## config.mk

```make
export PLATFORM = sky130hd
export DESIGN_NAME = polygon_perimeter_area
export DESIGN_NICKNAME = d
export VERILOG_FILES = /design/src/rtl/ppa_pkg.sv /design/src/rtl/ppa_sqrt.sv /design/src/rtl/polygon_perimeter_area.sv
export SDC_FILE = /design/constraint.sdc
export NUM_CORES = 2
export LEC_CHECK = 0
export ABC_CLOCK_PERIOD_IN_PS = 12070
export BUFFER_PORTS_ARGS = -buffer_cell sky130_fd_sc_hd__buf_2
export CORE_MARGIN = 4
export CORE_UTILIZATION = 60
export DETAILED_ROUTE_END_ITERATION = 8
export GPL_ROUTABILITY_DRIVEN = 1
export GPL_TIMING_DRIVEN = 0
export PLACE_DENSITY = 0.79
export SLEW_MARGIN = 20
export SYNTH_ARGS = -nofsm -noshare
export SYNTH_HDL_FRONTEND = slang
export SYNTH_SLANG_ARGS = --single-unit
```

## constraint.sdc

```tcl
create_clock -name clk -period 12.07 [get_ports clk]
set_input_delay 2.414 -clock clk [delete_from_list [all_inputs] [get_ports clk]]
set_output_delay 2.414 -clock clk [all_outputs]
set_load 0.02 [all_outputs]
```

## src/rtl/ppa_pkg.sv

```systemverilog
// shared widths and constants for the polygon perimeter and area block
`default_nettype none

package ppa_pkg;

  localparam int COORD_W      = 16;
  localparam int DIFF_W       = COORD_W + 1;
  localparam int SQ_W         = 2 * DIFF_W;
  localparam int FRAC_BITS    = 8;
  localparam int ROOT_W       = SQ_W / 2 + FRAC_BITS;
  localparam int CR_W         = 2 * COORD_W + 1;
  localparam int PERIM_W      = 37;
  localparam int AREA_W       = 44;
  localparam int TOTAL_W      = 13;
  localparam int MAX_VERTICES = 4096;
  localparam int CNT_W        = $clog2(MAX_VERTICES + 1);

  localparam logic [PERIM_W-1:0] PERIM_MAX = {PERIM_W{1'b1}};
  localparam logic [AREA_W-1:0]  AREA_MAX  = {1'b0, {(AREA_W-1){1'b1}}};
  localparam logic [AREA_W-1:0]  AREA_MIN  = {1'b1, {(AREA_W-1){1'b0}}};

endpackage

`default_nettype wire

```

## src/rtl/ppa_sqrt.sv

```systemverilog
// iterative fixed-point square root, one result bit per cycle
`default_nettype none

module ppa_sqrt (
  input  wire logic                       clk,
  input  wire logic                       rst,
  input  wire logic                       start,
  input  wire logic [ppa_pkg::SQ_W-1:0]   radicand,
  output logic                            done,
  output logic [ppa_pkg::ROOT_W-1:0]      root
);

  localparam int SH_W  = 2 * ppa_pkg::ROOT_W;
  localparam int REM_W = ppa_pkg::ROOT_W + 2;
  localparam int IT_W  = $clog2(ppa_pkg::ROOT_W);

  logic [SH_W-1:0]  sh;
  logic [REM_W-1:0] rem;
  logic [IT_W-1:0]  iter;
  logic             busy;

  logic [REM_W+1:0] rem_sh;
  logic [REM_W+1:0] trial;
  logic [REM_W+1:0] diff;
  logic             ge;

  assign rem_sh = {rem, sh[SH_W-1 -: 2]};
  assign trial  = (REM_W+2)'({root, 2'b01});
  assign diff   = rem_sh - trial;
  assign ge     = (rem_sh >= trial);

  always_ff @(posedge clk) begin
    if (rst) begin
      busy <= 1'b0;
      done <= 1'b0;
    end else begin
      done <= 1'b0;
      if (start) begin
        busy <= 1'b1;
      end else if (busy && (iter == IT_W'(ppa_pkg::ROOT_W - 1))) begin
        busy <= 1'b0;
        done <= 1'b1;
      end
    end
  end

  always_ff @(posedge clk) begin
    if (start) begin
      sh   <= SH_W'(radicand) << (2 * ppa_pkg::FRAC_BITS);
      rem  <= '0;
      root <= '0;
      iter <= '0;
    end else if (busy) begin
      sh   <= sh << 2;
      rem  <= ge ? diff[REM_W-1:0] : rem_sh[REM_W-1:0];
      root <= {root[ppa_pkg::ROOT_W-2:0], ge};
      iter <= iter + IT_W'(1);
    end
  end

endmodule

`default_nettype wire

```

## src/rtl/polygon_perimeter_area.sv

```systemverilog
// top level: vertex sequencer, shared multiplier and running sums
//
//  channel | signals                                         | direction
//  --------+-------------------------------------------------+----------
//  vertex  | in_valid in_ready x_coord y_coord last_vertex   | in
//  result  | out_valid out_ready perimeter twice_area        | out
//          | vertex_total overflow                           |
//
// each edge runs through the multiplier states M0 to M4 and the square root (one root
// bit per cycle, 25 bits), then the accumulate; the next vertex is taken only once
// the edge is accumulated. A first vertex that is not also the last is only stored;
// a later last vertex runs its own edge and the closing edge, then hands over the result.
// rst is synchronous and clears the sequencer and the sums.
// in_ready is high only while the sequencer is idle; a result waiting in the
// output register holds the next result back, not the next vertex.
`default_nettype none

module polygon_perimeter_area (
  input  wire logic                                clk,
  input  wire logic                                rst,
  input  wire logic                                in_valid,
  output logic                                     in_ready,
  input  wire logic signed [ppa_pkg::COORD_W-1:0]  x_coord,
  input  wire logic signed [ppa_pkg::COORD_W-1:0]  y_coord,
  input  wire logic                                last_vertex,
  output logic                                     out_valid,
  input  wire logic                                out_ready,
  output logic [ppa_pkg::PERIM_W-1:0]              perimeter,
  output logic signed [ppa_pkg::AREA_W-1:0]        twice_area,
  output logic [ppa_pkg::TOTAL_W-1:0]              vertex_total,
  output logic                                     overflow
);

  localparam int CW = ppa_pkg::COORD_W;
  localparam int DW = ppa_pkg::DIFF_W;
  localparam int AW = ppa_pkg::AREA_W;
  localparam int PW = ppa_pkg::PERIM_W;
  localparam int RW = ppa_pkg::CR_W;

  localparam logic [2:0] S_IDLE = 3'd0;
  localparam logic [2:0] S_M0   = 3'd1;
  localparam logic [2:0] S_M1   = 3'd2;
  localparam logic [2:0] S_M2   = 3'd3;
  localparam logic [2:0] S_M3   = 3'd4;
  localparam logic [2:0] S_M4   = 3'd5;
  localparam logic [2:0] S_WAIT = 3'd6;
  localparam logic [2:0] S_EMIT = 3'd7;

  logic [2:0] state;

  logic signed [CW-1:0] first_x, first_y, prev_x, prev_y;
  logic [ppa_pkg::CNT_W-1:0] count;
  logic [PW-1:0]        perimeter_sum;
  logic signed [AW-1:0] cross_sum;
  logic                 overflowed;
  logic                 closing;
  logic                 last_pend;

  logic signed [CW-1:0] ax, ay, bx, by;
  logic signed [DW-1:0] dx, dy;
  logic signed [DW-1:0] mul_a, mul_b;
  logic signed [ppa_pkg::SQ_W-1:0] prod;
  logic [ppa_pkg::SQ_W-1:0] sq;
  logic signed [RW-1:0] cr;

  logic sqrt_start;
  logic sqrt_done;
  logic [ppa_pkg::ROOT_W-1:0] root;

  logic [PW:0]   psum;
  logic [AW:0]   csum;

  ppa_sqrt u_sqrt (
    .clk      (clk),
    .rst      (rst),
    .start    (sqrt_start),
    .radicand (sq),
    .done     (sqrt_done),
    .root     (root)
  );

  assign in_ready   = (state == S_IDLE);
  assign sqrt_start = (state == S_M3);

  // shared multiplier operand select
  always_comb begin
    case (state)
      S_M0:    begin mul_a = dx;            mul_b = dx;            end
      S_M1:    begin mul_a = dy;            mul_b = dy;            end
      S_M2:    begin mul_a = {ax[CW-1], ax}; mul_b = {by[CW-1], by}; end
      S_M3:    begin mul_a = {ay[CW-1], ay}; mul_b = {bx[CW-1], bx}; end
      default: begin mul_a = dx;            mul_b = dy;            end
    endcase
  end

  assign psum = {1'b0, perimeter_sum} + (PW+1)'(root);
  assign csum = {cross_sum[AW-1], cross_sum} + {{(AW+1-RW){cr[RW-1]}}, cr};

  always_ff @(posedge clk) begin
    prod <= mul_a * mul_b;
    case (state)
      S_M1:    sq <= prod;
      S_M2:    sq <= sq + prod;
      S_M3:    cr <= prod[RW-1:0];
      S_M4:    cr <= cr - prod[RW-1:0];
      default: ;
    endcase
  end

  always_ff @(posedge clk) begin
    if (rst) begin
      state         <= S_IDLE;
      first_x       <= '0;
      first_y       <= '0;
      prev_x        <= '0;
      prev_y        <= '0;
      count         <= '0;
      perimeter_sum <= '0;
      cross_sum     <= '0;
      overflowed    <= 1'b0;
      closing       <= 1'b0;
      last_pend     <= 1'b0;
      out_valid     <= 1'b0;
    end else begin
      if (out_valid && out_ready && (state != S_EMIT)) begin
        out_valid <= 1'b0;
      end
      case (state)
        S_IDLE: begin
          if (in_valid) begin
            last_pend <= last_vertex;
            prev_x    <= x_coord;
            prev_y    <= y_coord;
            if (count == '0) begin
              first_x       <= x_coord;
              first_y       <= y_coord;
              perimeter_sum <= '0;
              cross_sum     <= '0;
              overflowed    <= 1'b0;
              count         <= ppa_pkg::CNT_W'(1);
              ax <= x_coord; ay <= y_coord; bx <= x_coord; by <= y_coord;
              dx <= '0;
              dy <= '0;
              closing <= 1'b1;
              state   <= last_vertex ? S_M0 : S_IDLE;
            end else begin
              ax <= prev_x; ay <= prev_y; bx <= x_coord; by <= y_coord;
              dx <= {x_coord[CW-1], x_coord} - {prev_x[CW-1], prev_x};
              dy <= {y_coord[CW-1], y_coord} - {prev_y[CW-1], prev_y};
              if (count >= ppa_pkg::CNT_W'(ppa_pkg::MAX_VERTICES)) begin
                overflowed <= 1'b1;
              end else begin
                count <= count + ppa_pkg::CNT_W'(1);
              end
              closing <= 1'b0;
              state   <= S_M0;
            end
          end
        end
        S_M0: state <= S_M1;
        S_M1: state <= S_M2;
        S_M2: state <= S_M3;
        S_M3: state <= S_M4;
        S_M4: state <= S_WAIT;
        S_WAIT: begin
          if (sqrt_done) begin
            perimeter_sum <= psum[PW] ? ppa_pkg::PERIM_MAX : psum[PW-1:0];
            if (csum[AW] != csum[AW-1]) begin
              cross_sum <= csum[AW] ? ppa_pkg::AREA_MIN : ppa_pkg::AREA_MAX;
            end else begin
              cross_sum <= csum[AW-1:0];
            end
            if (closing) begin
              state <= S_EMIT;
            end else if (last_pend) begin
              // closing edge back to the first vertex
              ax <= prev_x; ay <= prev_y; bx <= first_x; by <= first_y;
              dx <= {first_x[CW-1], first_x} - {prev_x[CW-1], prev_x};
              dy <= {first_y[CW-1], first_y} - {prev_y[CW-1], prev_y};
              closing <= 1'b1;
              state   <= S_M0;
            end else begin
              state <= S_IDLE;
            end
          end
        end
        S_EMIT: begin
          if (!out_valid || out_ready) begin
            out_valid     <= 1'b1;
            perimeter     <= perimeter_sum;
            twice_area    <= cross_sum;
            vertex_total  <= ppa_pkg::TOTAL_W'(count);
            overflow      <= overflowed;
            count         <= '0;
            perimeter_sum <= '0;
            cross_sum     <= '0;
            overflowed    <= 1'b0;
            state         <= S_IDLE;
          end
        end
        default: state <= S_IDLE;
      endcase
    end
  end

endmodule

`default_nettype wire

```

* Yosys cells after proc, flatten, opt, wreduce, memory -nomap -nowiden
Cells that the tools add are included.
Widths: inputs -> output; s select.
** Operators by class
- Divide/modulo/power cells :: 0
- Mux-type cells :: 84
- Reduce and logical (&&, ||, !) cells :: 24
- Eq/ne operators :: 18
- Shift-type cells :: 0
- Add/subtract/negate cells :: 11
- Bitwise logic cells :: 1
- Magnitude comparators :: 2
- $mul :: 1
** Operators with widths (count)
- $mux 16 :: 18
- $mux 44 :: 6
- $mux 37 :: 5
- $mux 17 :: 10
- $pmux 44 s3 :: 1
- $pmux 16 s2 :: 4
- $pmux 37 s3 :: 1
- $pmux 17 s3 :: 2
- $mux 50 :: 2
- $pmux 17 s2 :: 2
- $pmux 34 s2 :: 1
- $sub 16x16->17 :: 4
- $pmux 33 s2 :: 1
- $mux 13 :: 4
- $add 44x33->45 :: 1
- $add 37x25->38 :: 1
- $add 34x34->34 :: 1
- $mul 17x17->34 :: 1
- $sub 33x33->33 :: 1
- $ge 29x27->1 :: 1
- $mux 27 :: 1
- $sub 27x27->27 :: 1
- $pmux 13 s2 :: 1
- $pmux 3 s8 :: 1
- other kinds (29) :: 70
** Storage, ports and cells
- Bits in latches :: 0
- Output and inout bits :: 97
- Bits in registers :: 552
- ROM bits :: 0
- Bits in writable memories :: 0
- Input port bits :: 37
- Word-level logic and storage cells :: 172
- Memories kept :: 0

* Longest topological paths before layout
- Depth in word-level cells :: 5
- Depth in mapped cells :: 33
- Gate-level depth less buffers :: 30

* Hierarchy
A second synthesis with hierarchy kept.
** Unflattened totals
- Cells, all modules :: 4811
- Area, all modules :: 43168.9 µm²
** By module, submodules not included
- polygon_perimeter_area :: cells an instance 4251, instances 1, area an instance 37921.4 µm², sequential area each 11791.3 µm²
- ppa_sqrt :: cells an instance 560, instances 1, area an instance 5247.5 µm², sequential area each 2202.1 µm²

* Worst setup path after synthesis
No wires, ideal clock.
- Kind :: in2reg
- From :: in in_valid
- To :: reg ax[0], enable pin
- Required time :: 11.370 ns
- Cell stages on the path :: 4
- Library setup time :: 0.700 ns
- Path slack :: 1.224 ns
- Buffers on the path :: 2
- Data arrival time :: 10.147 ns
- Cell sequence :: nand2_1 -> clkbuf_1 -> clkbuf_1 -> a211oi_1
** On the way
- Cells in the longest elaborated chain, start to end :: 2
** RTL lines
- start: declaration :: RTL line polygon_perimeter_area.sv:21 : input wire logic in_valid,
- $ne 2x2->1 (no line)
- $reduce_and 6->1 (no line)
- end signal: assignment :: RTL line polygon_perimeter_area.sv:141 : ax <= x_coord; ay <= y_coord; bx <= x_coord; by <= y_coord;
- end signal: assignment :: RTL line polygon_perimeter_area.sv:147 : ax <= prev_x; ay <= prev_y; bx <= x_coord; by <= y_coord;
- end signal: assignment :: RTL line polygon_perimeter_area.sv:177 : ax <= prev_x; ay <= prev_y; bx <= first_x; by <= first_y;
- end: declaration :: RTL line polygon_perimeter_area.sv:59 : logic signed [CW-1:0] ax, ay, bx, by;
Every way passes these cells.
A chain may end at the register's enable or synchronous reset.

* Worst setup path in the final report
- From :: reg state[1]
- To :: reg prod[33] in the netlist's numbering
** On the way
- Cells in the longest elaborated chain, start to end :: 3
- Elaborated cells on any way between the ends :: 7
- Those cells by class :: 1 x mul; 4 x eq/ne; 2 x mux
** RTL lines
- start: declaration :: RTL line polygon_perimeter_area.sv:49 : logic [2:0] state;
- start signal: assignment :: RTL line polygon_perimeter_area.sv:145 : state <= last_vertex ? S_M0 : S_IDLE;
- $eq 3x3->1, or another cell as far along :: RTL line polygon_perimeter_area.sv:87 : case (state)
- $pmux 17 s3 :: RTL line polygon_perimeter_area.sv:87
- $mul 17x17->34 * :: RTL line polygon_perimeter_area.sv:100 : prod <= mul_a * mul_b;
- end signal: assignment :: RTL line polygon_perimeter_area.sv:100
- end: declaration :: RTL line polygon_perimeter_area.sv:62 : logic signed [ppa_pkg::SQ_W-1:0] prod;
Mark *: on every way between the ends. The rest lies on a longest branch, timed or not.

==> out/results.ini <==
[critical_path]
end_kind = register
crit_path_frequent_cell = fa_1
crit_path_max_fanout = 42
rr_worst_depth = 30
crit_required_ps = 12560
arrival_ps = 10670
rrSetupSlack_ps = 1890
r2r-start = state[1]
slowest_stage = clkbuf_4
worstSetupPathType = register to register
max_stage_delay_ps = 590
start_kind = register
reg2reg_to = prod[33]

[global_route]
grt_max_degree = 44
grt_use_met2 = 0.519
top_usage_layer = met2
grt_util_all_layers = 0.306
grt_pass1_wl_mm = 183
grt_antenna_before_repair = 1
grtUsageMet3 = 0.0522
use_met1 = 0.382
grt-ovfl-total = 0
grt_pass1_vias = 34500

[timing]
setup_viol = 0
relSlewSlack = 0.207
period_share = 0.844
tns_ps = 0
rsz0062_at_grt = no
worst_slew_pin_slew_ps = 1190
post-route-min-period_ps = 10180
slew_violations = 0
fin_skew_ps = 49.6
fmax_ghz = 0.0982
finalHoldViolCount = 0

[synth]
synth.largest_area_cell = edfxtp_1
synth-edff-count = 294
ys_ff_latch = 552
netlist_top_cells_area = edfxtp_1 21%, fa_1 14%, dfxtp_1 12%, ha_1 9.2%, nand2_1 6.2%
ys.flop_type = edfxtp_1
synthTopCellsByCount = 701 x nand2_1, 533 x inv_1, 377 x nor2_1, 314 x ha_1, 304 x fa_1
synthesis.area_mm2 = 0.0426
yosysMostFrequentCell = nand2_1
syn-num-nets = 5324
ys_warn_count = 0
synth.avg_cell_area_um2 = 9.13
synth_cell_types = 86
synth_top_area_frac = 0.207
async_flop_share = 0
synth-seq-area-share = 0.328
syn_inst = 4669

[clock_network]
ctsResizeCount = 0
numCtsBuffers = 61
clock_tree.buffer_depth = 3
htreeDepth = 2
clkTransAtPathRegs_ps = 70
cts_hold_buffers = 0
cts_tree = done
cts_setup_buffers = 0
clkSinkCount = 552
clock_latency_ps = 650
root_buffer = clkbuf_16

[detailed_routing]
routed_wl_mm = 115
via_per_inst = 5.93
antenna_left = 0
drt-pass1-iter-count = 6
drc_errors = 0
via_count = 34900
wl_per_cell_um = 19.6
dr.first_iter.drc_count = 2768

[place]
portBuffers = 133
dpl.hpwl_mm = 90.7
dpl_cell_area_mm2 = 0.0448
place_congestion = 1.01

[layout]
stdcell_area_mm2 = 0.0469
antenna_cells = 0
layout-drive-gt1-share = 0.0720
nFillCells = 5612
multi_input_area_mm2 = 0.0260
num-nets-final = 5545
seqCellArea_mm2 = 0.0140
area_growth_pct = 10.2
utilization = 0.668

[run_status]
outcome = completed

[die]
fp.dieH_um = 274
die_x_um = 274
num_rows = 97
die-area_mm2 = 0.0753
core_area_mm2 = 0.0703
start_util = 0.606
io_pins = 134

[min_path]
holdPathEnd = perimeter_sum[4]
whs_path_depth = 2
hold_path.class = register to register
min-delay-start = perimeter_sum[4]

[run]
drv_cap = 0

[critical path, delay by kind of cell (launching register included)]
kind                     cells  cell delay, ps
AO/OA/AOI/OAI                8            2750
XOR/XNOR                     1             300
adder cells (fa/ha/maj)      7            2980
buffers and inverters        8            2040
flip-flops                   1             310
AND/OR/NAND/NOR              6            1610
[per-stage QoR]
stage | cells | setup WS (ps) | hold slack [ps]
2_1_floorplan | 4669 | 1220 | 409
3_3_place_gp | 5742 | -2090 | 439
3_5_place_dp | 5766 | 2090 | 449
4_1_cts | 5881 | 2070 | 462
5_1_grt | 5882 | 1570 | 475
6_report | 5882 | 1890 | 456
[cell families (layout without fill, tap and decap cells)]
group	after synthesis	count (layout)	synth area share
DFF	552	552	0.328
and+or+nand+nor	1400	1400	0.141
muxes	91	91	0.0223
adders and majority gates	618	618	0.235
AOI/OAI and AO/OA	1059	1059	0.161
xor gates and xnor gates	235	235	0.0492
buffers and inverters	714	987	0.0636
[metal layers]
layer,up-vias,share of wire
met1,16700,0.39
met5,-,0.00011
met2,1429,0.47
li1,16400,-
met4,2,0.056
met3,341,0.076
[worst max-delay path by stage]
stage,start,to,slack [ps],cells past startpoint
6_report,state[1],prod[33],1890,30
3_3_place_gp,in_valid,by[10],-2090,5
4_1_cts,state[1],prod[33],2070,30
2_1_floorplan,in_valid,ax[0],1220,4
5_1_grt,state[1],prod[33],1570,30
3_5_place_dp,state[1],prod[33],2090,30
[sequential cells by signal, indices dropped and copies added, names as in the netlist, 13 cells and up]
register       flops
cross_sum         44
twice_area        44
perimeter         37
perimeter_sum     37
prod              34
sq                34
u_sqrt.sh         34
cr                33
u_sqrt.rem        27
u_sqrt.root       25
dx                17
dy                17
ax                16
ay                16
bx                16
by                16
first_x           16
first_y           16
prev_x            16
prev_y            16
count             13
vertex_total      13
[final cells by class]
class,instances,share of cell area
flip-flops and latches,552,0.298
clock buffers,74,0.0364
inverters,534,0.0427
multi-input cells,3403,0.554
well taps,940,0.0251
repair buffers,158,0.0197
clock inverters,41,0.00890
plain buffers,180,0.0152
[layout by cell type (no fill, tap or decap), types with 22 or more instances in the layout]
cell / synthesis / routed
nor3_1: 38 / 38
ha_1: 314 / 314
xnor2_1: 139 / 139
nand4_1: 22 / 22
or3_1: 29 / 29
nor2b_1: 34 / 34
edfxtp_1: 294 / 294
o21ai_0: 278 / 275
a21o_1: 106 / 106
a21oi_1: 289 / 289
xor2_1: 94 / 94
nand3_1: 58 / 58
buf_2: 5 / 141
mux2i_1: 61 / 61
clkbuf_1: 160 / 161
nand2b_1: 47 / 47
nand2_1: 701 / 701
dfxtp_1: 258 / 258
a31oi_1: 30 / 30
o21bai_1: 27 / 27
a221o_1: 62 / 62
nor2_1: 377 / 376
fa_1: 304 / 304
and3_1: 29 / 29
clkbuf_16: 0 / 64
o21a_1: 33 / 33
inv_1: 533 / 532
mux2_2: 30 / 30
Power is not shown: default switching activity piles up to over one toggle a cycle in this logic, so the estimate is an artifact.
